## src/hdl/flvtd_pkg.sv

```systemverilog
// ----------------------------------------------------------------------------
// FLV tag demultiplexer package
// Shared constants, the result record and the signature lookup.
// ----------------------------------------------------------------------------
package flvtd_pkg;

   localparam int unsigned CountWidth = 24;

   localparam logic [CountWidth-1:0] FILE_HDR_LAST = 24'd12;
   localparam logic [CountWidth-1:0] TAG_HDR_LAST  = 24'd10;
   localparam logic [CountWidth-1:0] TRAILER_LAST  = 24'd3;
   localparam logic [CountWidth-1:0] SIG_LEN       = 24'd3;
   localparam logic [31:0]           TAG_HDR_LEN   = 32'd11;

   localparam logic [7:0] KIND_AUDIO = 8'h08;
   localparam logic [7:0] KIND_VIDEO = 8'h09;

   localparam logic [1:0] ST_OK        = 2'd0;
   localparam logic [1:0] ST_TRAILER   = 2'd1;
   localparam logic [1:0] ST_SIGNATURE = 2'd2;

   typedef struct packed {
      logic        valid;
      logic [7:0]  payload_byte;
      logic        media_kind;
      logic [23:0] tag_time;
      logic        last_of_tag;
      logic [1:0]  status;
   } rsp_type;

   function automatic logic [7:0] sig_byte(input logic [1:0] idx);
      logic [7:0] b;
      case (idx)
         2'd0:    b = 8'h46;
         2'd1:    b = 8'h4C;
         2'd2:    b = 8'h56;
         default: b = 8'h00;
      endcase
      return b;
   endfunction

endpackage

```

## src/hdl/flvtd_in_reg.sv

```systemverilog
// ----------------------------------------------------------------------------
// FLV tag demultiplexer input register
// Holds one accepted input beat until the parser can take it.
// ----------------------------------------------------------------------------
module flvtd_in_reg (
   input  logic       clock,
   input  logic       reset,
   input  logic       req_valid,
   output logic       req_stall,
   input  logic [7:0] req_data_byte,
   input  logic       out_free,
   output logic       advance,
   output logic [7:0] beat_byte
);

   logic       valid_ff;
   logic [7:0] byte_ff;
   logic       load;

   assign advance   = valid_ff && out_free;
   assign load      = !valid_ff || advance;
   assign req_stall = !load;
   assign beat_byte = byte_ff;

   always_ff @(posedge clock) begin
      if (reset) begin
         valid_ff <= 1'b0;
      end else if (load) begin
         valid_ff <= req_valid;
      end
   end

   always_ff @(posedge clock) begin
      if (load && req_valid) begin
         byte_ff <= req_data_byte;
      end
   end

endmodule

```

## src/hdl/flvtd_parser.sv

```systemverilog
// ----------------------------------------------------------------------------
// FLV tag demultiplexer parser
// Tracks the stream position and builds one result record per beat.
// ----------------------------------------------------------------------------
module flvtd_parser (
   input  logic                clock,
   input  logic                reset,
   input  logic                advance,
   input  logic [7:0]          beat_byte,
   input  logic                csr_we,
   input  logic                csr_expect_file_header,
   output flvtd_pkg::rsp_type  res
);

   localparam logic [2:0] PH_FILE_HDR = 3'd0;
   localparam logic [2:0] PH_TAG_HDR  = 3'd1;
   localparam logic [2:0] PH_BODY     = 3'd2;
   localparam logic [2:0] PH_TRAILER  = 3'd3;
   localparam logic [2:0] PH_HALT     = 3'd4;

   logic [2:0]  phase_ff, phase_in;
   logic [23:0] count_ff, count_in;
   logic [7:0]  kind_ff, kind_in;
   logic [23:0] length_ff, length_in;
   logic [23:0] stamp_ff, stamp_in;
   logic [31:0] trailer_ff, trailer_in;
   logic        expect_ff, expect_in;
   logic        body_last;
   logic [24:0] count_next;

   assign count_next = {1'b0, count_ff} + 25'd1;
   assign body_last  = count_next >= {1'b0, length_ff};

   always_comb begin
      phase_in   = phase_ff;
      count_in   = count_ff;
      kind_in    = kind_ff;
      length_in  = length_ff;
      stamp_in   = stamp_ff;
      trailer_in = trailer_ff;
      expect_in  = expect_ff;
      res        = '0;
      if (advance) begin
         case (phase_ff)
            PH_FILE_HDR: begin
               if (count_ff < flvtd_pkg::SIG_LEN &&
                   beat_byte != flvtd_pkg::sig_byte(count_ff[1:0])) begin
                  phase_in   = PH_HALT;
                  res.valid  = 1'b1;
                  res.status = flvtd_pkg::ST_SIGNATURE;
               end else if (count_ff == flvtd_pkg::FILE_HDR_LAST) begin
                  count_in = '0;
                  phase_in = PH_TAG_HDR;
               end else begin
                  count_in = count_next[23:0];
               end
            end
            PH_TAG_HDR: begin
               if (count_ff == '0) begin
                  kind_in   = beat_byte;
                  length_in = '0;
                  stamp_in  = '0;
               end else if (count_ff inside {[24'd1:24'd3]}) begin
                  length_in = {length_ff[15:0], beat_byte};
               end else if (count_ff inside {[24'd4:24'd6]}) begin
                  stamp_in = {stamp_ff[15:0], beat_byte};
               end
               if (count_ff == flvtd_pkg::TAG_HDR_LAST) begin
                  count_in   = '0;
                  trailer_in = '0;
                  phase_in   = (length_ff == '0) ? PH_TRAILER : PH_BODY;
               end else begin
                  count_in = count_next[23:0];
               end
            end
            PH_BODY: begin
               if (kind_ff == flvtd_pkg::KIND_AUDIO || kind_ff == flvtd_pkg::KIND_VIDEO) begin
                  res.valid        = 1'b1;
                  res.payload_byte = beat_byte;
                  res.media_kind   = (kind_ff == flvtd_pkg::KIND_VIDEO);
                  res.tag_time     = stamp_ff;
                  res.last_of_tag  = body_last;
                  res.status       = flvtd_pkg::ST_OK;
               end
               if (body_last) begin
                  count_in   = '0;
                  trailer_in = '0;
                  phase_in   = PH_TRAILER;
               end else begin
                  count_in = count_next[23:0];
               end
            end
            PH_TRAILER: begin
               trailer_in = {trailer_ff[23:0], beat_byte};
               if (count_ff == flvtd_pkg::TRAILER_LAST) begin
                  count_in = '0;
                  if (trailer_in != {8'd0, length_ff} + flvtd_pkg::TAG_HDR_LEN) begin
                     phase_in   = PH_HALT;
                     res.valid  = 1'b1;
                     res.status = flvtd_pkg::ST_TRAILER;
                  end else begin
                     phase_in = PH_TAG_HDR;
                  end
               end else begin
                  count_in = count_next[23:0];
               end
            end
            default: begin
               phase_in = phase_ff;
            end
         endcase
      end
      if (csr_we) begin
         expect_in = csr_expect_file_header;
         if ((phase_ff == PH_FILE_HDR || phase_ff == PH_TAG_HDR) && count_ff == '0) begin
            phase_in = csr_expect_file_header ? PH_FILE_HDR : PH_TAG_HDR;
         end
      end
   end

   always_ff @(posedge clock) begin
      if (reset) begin
         phase_ff   <= PH_FILE_HDR;
         count_ff   <= '0;
         kind_ff    <= '0;
         length_ff  <= '0;
         stamp_ff   <= '0;
         trailer_ff <= '0;
         expect_ff  <= 1'b1;
      end else begin
         phase_ff   <= phase_in;
         count_ff   <= count_in;
         kind_ff    <= kind_in;
         length_ff  <= length_in;
         stamp_ff   <= stamp_in;
         trailer_ff <= trailer_in;
         expect_ff  <= expect_in;
      end
   end

`ifndef SYNTHESIS
   a_halt_silent: assert property (@(posedge clock) disable iff (reset)
      phase_ff == PH_HALT |-> !res.valid)
      else $error("Result produced while halted.");

   a_error_halts: assert property (@(posedge clock) disable iff (reset)
      (res.valid && res.status != flvtd_pkg::ST_OK && !csr_we) |=> phase_ff == PH_HALT)
      else $error("Error result did not halt the parser.");

   a_file_count: assert property (@(posedge clock) disable iff (reset)
      phase_ff == PH_FILE_HDR |-> count_ff <= flvtd_pkg::FILE_HDR_LAST)
      else $error("File header count out of range.");

   a_result_needs_beat: assert property (@(posedge clock) disable iff (reset)
      res.valid |-> advance)
      else $error("Result without an input beat.");
`endif

endmodule

```

## src/hdl/flvtd_out_reg.sv

```systemverilog
// ----------------------------------------------------------------------------
// FLV tag demultiplexer result register
// Holds one result beat until the receiver takes it.
// ----------------------------------------------------------------------------
module flvtd_out_reg (
   input  logic               clock,
   input  logic               reset,
   input  flvtd_pkg::rsp_type res,
   output logic               out_free,
   output logic               rsp_valid,
   input  logic               rsp_stall,
   output logic [7:0]         rsp_payload_byte,
   output logic               rsp_media_kind,
   output logic [23:0]        rsp_tag_time,
   output logic               rsp_last_of_tag,
   output logic [1:0]         rsp_status
);

   flvtd_pkg::rsp_type rsp_ff;

   assign out_free         = !rsp_ff.valid || !rsp_stall;
   assign rsp_valid        = rsp_ff.valid;
   assign rsp_payload_byte = rsp_ff.payload_byte;
   assign rsp_media_kind   = rsp_ff.media_kind;
   assign rsp_tag_time     = rsp_ff.tag_time;
   assign rsp_last_of_tag  = rsp_ff.last_of_tag;
   assign rsp_status       = rsp_ff.status;

   always_ff @(posedge clock) begin
      if (reset) begin
         rsp_ff.valid <= 1'b0;
      end else if (out_free) begin
         rsp_ff.valid <= res.valid;
      end
      if (out_free && res.valid) begin
         rsp_ff.payload_byte <= res.payload_byte;
         rsp_ff.media_kind   <= res.media_kind;
         rsp_ff.tag_time     <= res.tag_time;
         rsp_ff.last_of_tag  <= res.last_of_tag;
         rsp_ff.status       <= res.status;
      end
   end

endmodule

```

## src/hdl/flv_tag_demux.sv

```systemverilog
// ----------------------------------------------------------------------------
// FLV tag demultiplexer
// Splits an FLV byte stream into audio and video body beats.
// ----------------------------------------------------------------------------
// Usage: each req beat carries one stream byte on req_data_byte. Each rsp
// beat carries one audio or video body byte with its kind, tag timestamp
// and a last flag, or a single error beat (bad signature or trailing size
// mismatch) after which the block ignores all input until reset.
// Header, trailer and non-media body bytes give no rsp beat.
// The csr channel writes expect_file_header; csr_ready is always high and
// writes belong between streams, while the block is idle.
// A byte accepted into the input register is parsed into the result register,
// from which its rsp beat is taken.
// Throughput: one byte per cycle, set by the single parse stage, unless stalled.
// When rsp_stall is high with a beat held, the result register holds; the input
// register takes one more byte only if empty, after which req_stall rises.
// Reset empties both registers and returns the parser to the file header
// phase with expect_file_header set.
// ----------------------------------------------------------------------------
module flv_tag_demux (
   input  logic        clock,
   input  logic        reset,
   input  logic        req_valid,
   output logic        req_stall,
   input  logic [7:0]  req_data_byte,
   output logic        rsp_valid,
   input  logic        rsp_stall,
   output logic [7:0]  rsp_payload_byte,
   output logic        rsp_media_kind,
   output logic [23:0] rsp_tag_time,
   output logic        rsp_last_of_tag,
   output logic [1:0]  rsp_status,
   input  logic        csr_valid,
   output logic        csr_ready,
   input  logic        csr_expect_file_header
);

   logic               out_free;
   logic               advance;
   logic [7:0]         beat_byte;
   flvtd_pkg::rsp_type res;

   assign csr_ready = 1'b1;

   flvtd_in_reg u_in_reg (
      .clock         (clock),
      .reset         (reset),
      .req_valid     (req_valid),
      .req_stall     (req_stall),
      .req_data_byte (req_data_byte),
      .out_free      (out_free),
      .advance       (advance),
      .beat_byte     (beat_byte)
   );

   flvtd_parser u_parser (
      .clock                  (clock),
      .reset                  (reset),
      .advance                (advance),
      .beat_byte              (beat_byte),
      .csr_we                 (csr_valid && csr_ready),
      .csr_expect_file_header (csr_expect_file_header),
      .res                    (res)
   );

   flvtd_out_reg u_out_reg (
      .clock            (clock),
      .reset            (reset),
      .res              (res),
      .out_free         (out_free),
      .rsp_valid        (rsp_valid),
      .rsp_stall        (rsp_stall),
      .rsp_payload_byte (rsp_payload_byte),
      .rsp_media_kind   (rsp_media_kind),
      .rsp_tag_time     (rsp_tag_time),
      .rsp_last_of_tag  (rsp_last_of_tag),
      .rsp_status       (rsp_status)
   );

endmodule
```

## config.mk

```make
export PLATFORM = sky130hd
export DESIGN_NAME = flv_tag_demux
export DESIGN_NICKNAME = d
export VERILOG_FILES = /design/src/hdl/flvtd_pkg.sv /design/src/hdl/flvtd_in_reg.sv /design/src/hdl/flvtd_parser.sv /design/src/hdl/flvtd_out_reg.sv /design/src/hdl/flv_tag_demux.sv
export SDC_FILE = /design/constraint.sdc
export NUM_CORES = 1
export LEC_CHECK = 0
export ABC_AREA = 0
export BUFFER_PORTS_ARGS = -buffer_cell sky130_fd_sc_hd__buf_2
export CELL_PAD_IN_SITES_DETAIL_PLACEMENT = 1
export CELL_PAD_IN_SITES_GLOBAL_PLACEMENT = 1
export CORE_ASPECT_RATIO = 0.7
export CORE_MARGIN = 1.5
export CORE_UTILIZATION = 42
export DETAILED_ROUTE_END_ITERATION = 8
export PLACE_DENSITY_LB_ADDON = 0.1
export REMOVE_ABC_BUFFERS = 1
export SLEW_MARGIN = 20
export SYNTH_ARGS = -nofsm -noshare
export SYNTH_HDL_FRONTEND = slang
export SYNTH_HIERARCHICAL = 1
export SYNTH_SLANG_ARGS = --single-unit
```

## constraint.sdc

```tcl
create_clock -name clock -period 3.7 [get_ports clock]
set_input_delay 0.185 -clock clock [delete_from_list [all_inputs] [get_ports clock]]
set_output_delay 0.185 -clock clock [all_outputs]
set_load 0.1 [all_outputs]
```

==> results.yml <==
run_status:
  outcome: "finished with violations"
  violations: "setup timing"
setup_path:
  crit_arrival_ns: 4.11
  cp-startpoint: "u_parser/count_ff[1]$_SDFFE_PP0P_"
  r2r_setup_slack_ns: -0.04
  cp.required_ns: 4.07
  cp-start-kind: "register"
  reg2reg_to: "u_parser/count_ff[5]$_SDFFE_PP0P_"
  worstReg2RegStart: "u_parser/count_ff[1]$_SDFFE_PP0P_"
  worstSetupEndpointType: "register"
  crit_type: "reg -> reg"
  cp-endpoint: "u_parser/count_ff[5]$_SDFFE_PP0P_"
  cp_max_fo: 7
  r2r_cells: 17
route:
  wl_per_cell_um: 21.9
  postRouteAntennaNets: 0
  drt_pass1_iterations: 4
  routed_wl_um: 28500
  viasPerCell: 5.95
  drt_iter0_markers: 678
  via_count: 7745
  drcViolationCount: 0
grt:
  grt_max_degree: 55
  antenna_found_initial: 0
  grt_pass1_wl_um: 43800
  grt-ovfl-total: 0
  track_usage: 0.283
  grt_pass1_vias: 7756
cells_and_area:
  final_cell_mix: "nor2_1 (113), dfxtp_1 (104), buf_4 (90), a21oi_1 (62), and3_1 (60)"
  layout_commonest_cell: "nor2_1"
  final_util: 0.548
  diodes: 0
  nNetsFinal: 1089
  layout-drive-gt1-share: 0.251
  area_growth_pct: 27.4
synthesis:
  synth_edf_count: 44
  syn_area_um2: 8140
  ys_types: 65
  synth-seq-cells: 153
  yosys_most_used_dff: "dfxtp_1"
  syn_area_per_cell_um2: 8.69
  synthCells: 936
  ys.warnings.count: 6
  async_reset_ff_frac: 0
  yosysSeqAreaShare: 0.431
flow_run:
  drv_cap: 0
die:
  dieWidth_um: 169
  row_count: 42
  die_area_um2: 20200
  core_um2: 18900
  fp.dieH_um: 119
  start_util: 0.430
  ios: 53
sta:
  fin_skew_ns: 0.0212
  min_period_ns: 3.74
  fmax_ghz: 0.267
  slew_headroom: 0.408
  finalSetupTns_ns: -0.0484
  tightest_slew_ns: 0.876
  hold_viol: 0
  maxSlewViolCount: 0
  timing.final.ws_setup_ns: -0.0446
  finalCritPeriodShare: 1.01
  rsz0062_at_grt: "yes"
  setup_viol_count_final: 2
clocking:
  clk_pin_slew_ns: 0.08
  insertion_delay_ns: 0.44
  cts_tree: "done"
  cts_inserted_buffers: 17
  htreeDepth: 4
  cts.sinks: 153
  cts_root_buffer: "clkbuf_16"
  cts_buffer_depth: 2
power:
  power_density_nw_per_um2: 379
  vdd_drop_max_mv: 0.265
  leakagePower_nw: 4.16
min_path:
  hold_class: "in -> reg"
place:
  hpwl_um: 20300
  portBuffers: 51
  gp_congestion: 0.916
Yosys cell counts, types with 9 or more instances:
master | n | share of area
nor3_1 | 31 | 0.019
edfxtp_1 | 44 | 0.16
a22oi_1 | 29 | 0.027
nand3_1 | 39 | 0.024
mux2i_1 | 9 | 0.011
o31a_1 | 9 | 0.0097
dfxtp_1 | 109 | 0.27
ha_1 | 29 | 0.045
a21oi_1 | 80 | 0.049
and3_1 | 65 | 0.050
clkbuf_1 | 61 | 0.028
xnor2_1 | 38 | 0.041
nor2_1 | 119 | 0.055
o21ai_0 | 16 | 0.0098
xor2_1 | 17 | 0.018
nor4_1 | 20 | 0.015
nand2_1 | 43 | 0.020
nand4_1 | 20 | 0.015
or3_1 | 10 | 0.0077
inv_1 | 33 | 0.015
worst min-delay path by stage:
stage                                      start                                 end  slack, ns  cells past startpoint
after CTS                 csr_expect_file_header     u_parser/phase_ff[0]$_SDFF_PP0_       0.12                      4
final                     csr_expect_file_header     u_parser/phase_ff[0]$_SDFF_PP0_       0.13                      4
after floorplan                            reset  u_parser/count_ff[11]$_SDFFE_PP0P_       0.25                      1
after global placement          req_data_byte[4]     u_in_reg/beat_byte[4]$_DFFE_PP_       0.37                      1
after global routing                   csr_valid     u_parser/phase_ff[1]$_SDFF_PP0_       0.18                      3
after detailed placement        req_data_byte[6]     u_in_reg/beat_byte[6]$_DFFE_PP_       0.37                      1
power breakdown:
part	total, mW	internal, mW	leakage, nW	switching, mW
clock network	1.77	0.913	0.294	0.853
registers	1.78	1.76	1.27	0.0254
logic	0.378	0.0743	2.59	0.304
repair_timing:
item                                   4_1_cts  5_1_grt
setup buffers                                2        9
hold buffers                                10        0
setup endpoints to repair                   86       86
pin swaps                                    8       30
endpoints found under the hold margin       10        0
resized for setup                           30       66
critical path: stages, from the launching register on:
cell	delay, ns
dfxtp_2	0.35
buf_6	0.12
ha_4	0.14
nand3_4	0.10
or4_4	0.56
buf_4	0.18
xnor2_4	0.21
ha_4	0.24
nand4_1	0.17
nor3_2	0.08
buf_4	0.14
nand3b_1	0.07
nand4_1	0.16
buf_4	0.20
o31a_1	0.33
nor2_4	0.27
nand3_1	0.16
a21oi_2	0.16
cell families after synthesis:
group,count (synthesis),share of synthesized area
and+or+nand+nor,402,0.259
adders and majority gates,29,0.0446
muxes,9,0.0111
AOI/OAI and AO/OA,184,0.145
DFF,153,0.431
xor gates and xnor gates,55,0.0592
buffers and inverters,103,0.0491
other,1,0.000461
routing by layer:
layer,part of all wire,global-route usage,vias to the layer above
li1,-,-,3602
met1,0.49,0.414,3917
met2,0.45,0.429,206
met3,0.056,0.0585,20
met4,0.0074,0.0570,0
met5,0,0,-
per-stage QoR:
stage / area (µm²) / worst slack, ns / instances / total power, mW / hold WS, ns
CTS: 10000 / -0.00161 / 1292 / 3.95 / 0.115
floorplan: 7860 / -1.34 / 866 / 2.07 / 0.254
global route: 10400 / -0.162 / 1301 / 4.05 / 0.178
detailed placement: 9150 / -0.374 / 1248 / 2.18 / 0.368
global placement: 9140 / -0.329 / 1248 / 2.17 / 0.366
finish: 10400 / -0.0446 / 1301 / 3.93 / 0.134
layout make-up:
class	instances	area [µm²]
fillers	2188	8560
multi-input cells	680	4650
flip-flops and latches	153	3510
repair buffers	161	1180
clock buffers	17	425
well taps	242	303
clock inverters	15	175
inverters	33	124
registers in the layout (all words and copies together) (netlist names):
name / count
u_out_reg/rsp_tag_time: 24
u_parser/count_ff: 24
u_parser/length_ff: 24
u_parser/stamp_ff: 24
u_parser/trailer_ff: 24
u_in_reg/beat_byte: 8
u_out_reg/rsp_payload_byte: 8
u_parser/kind_ff: 8
u_parser/phase_ff: 3
u_out_reg/rsp_status: 2
u_in_reg/valid_ff: 1
u_out_reg/rsp_last_of_tag: 1
u_out_reg/rsp_media_kind: 1
u_out_reg/rsp_valid: 1
(Power assumes the default switching activity.)
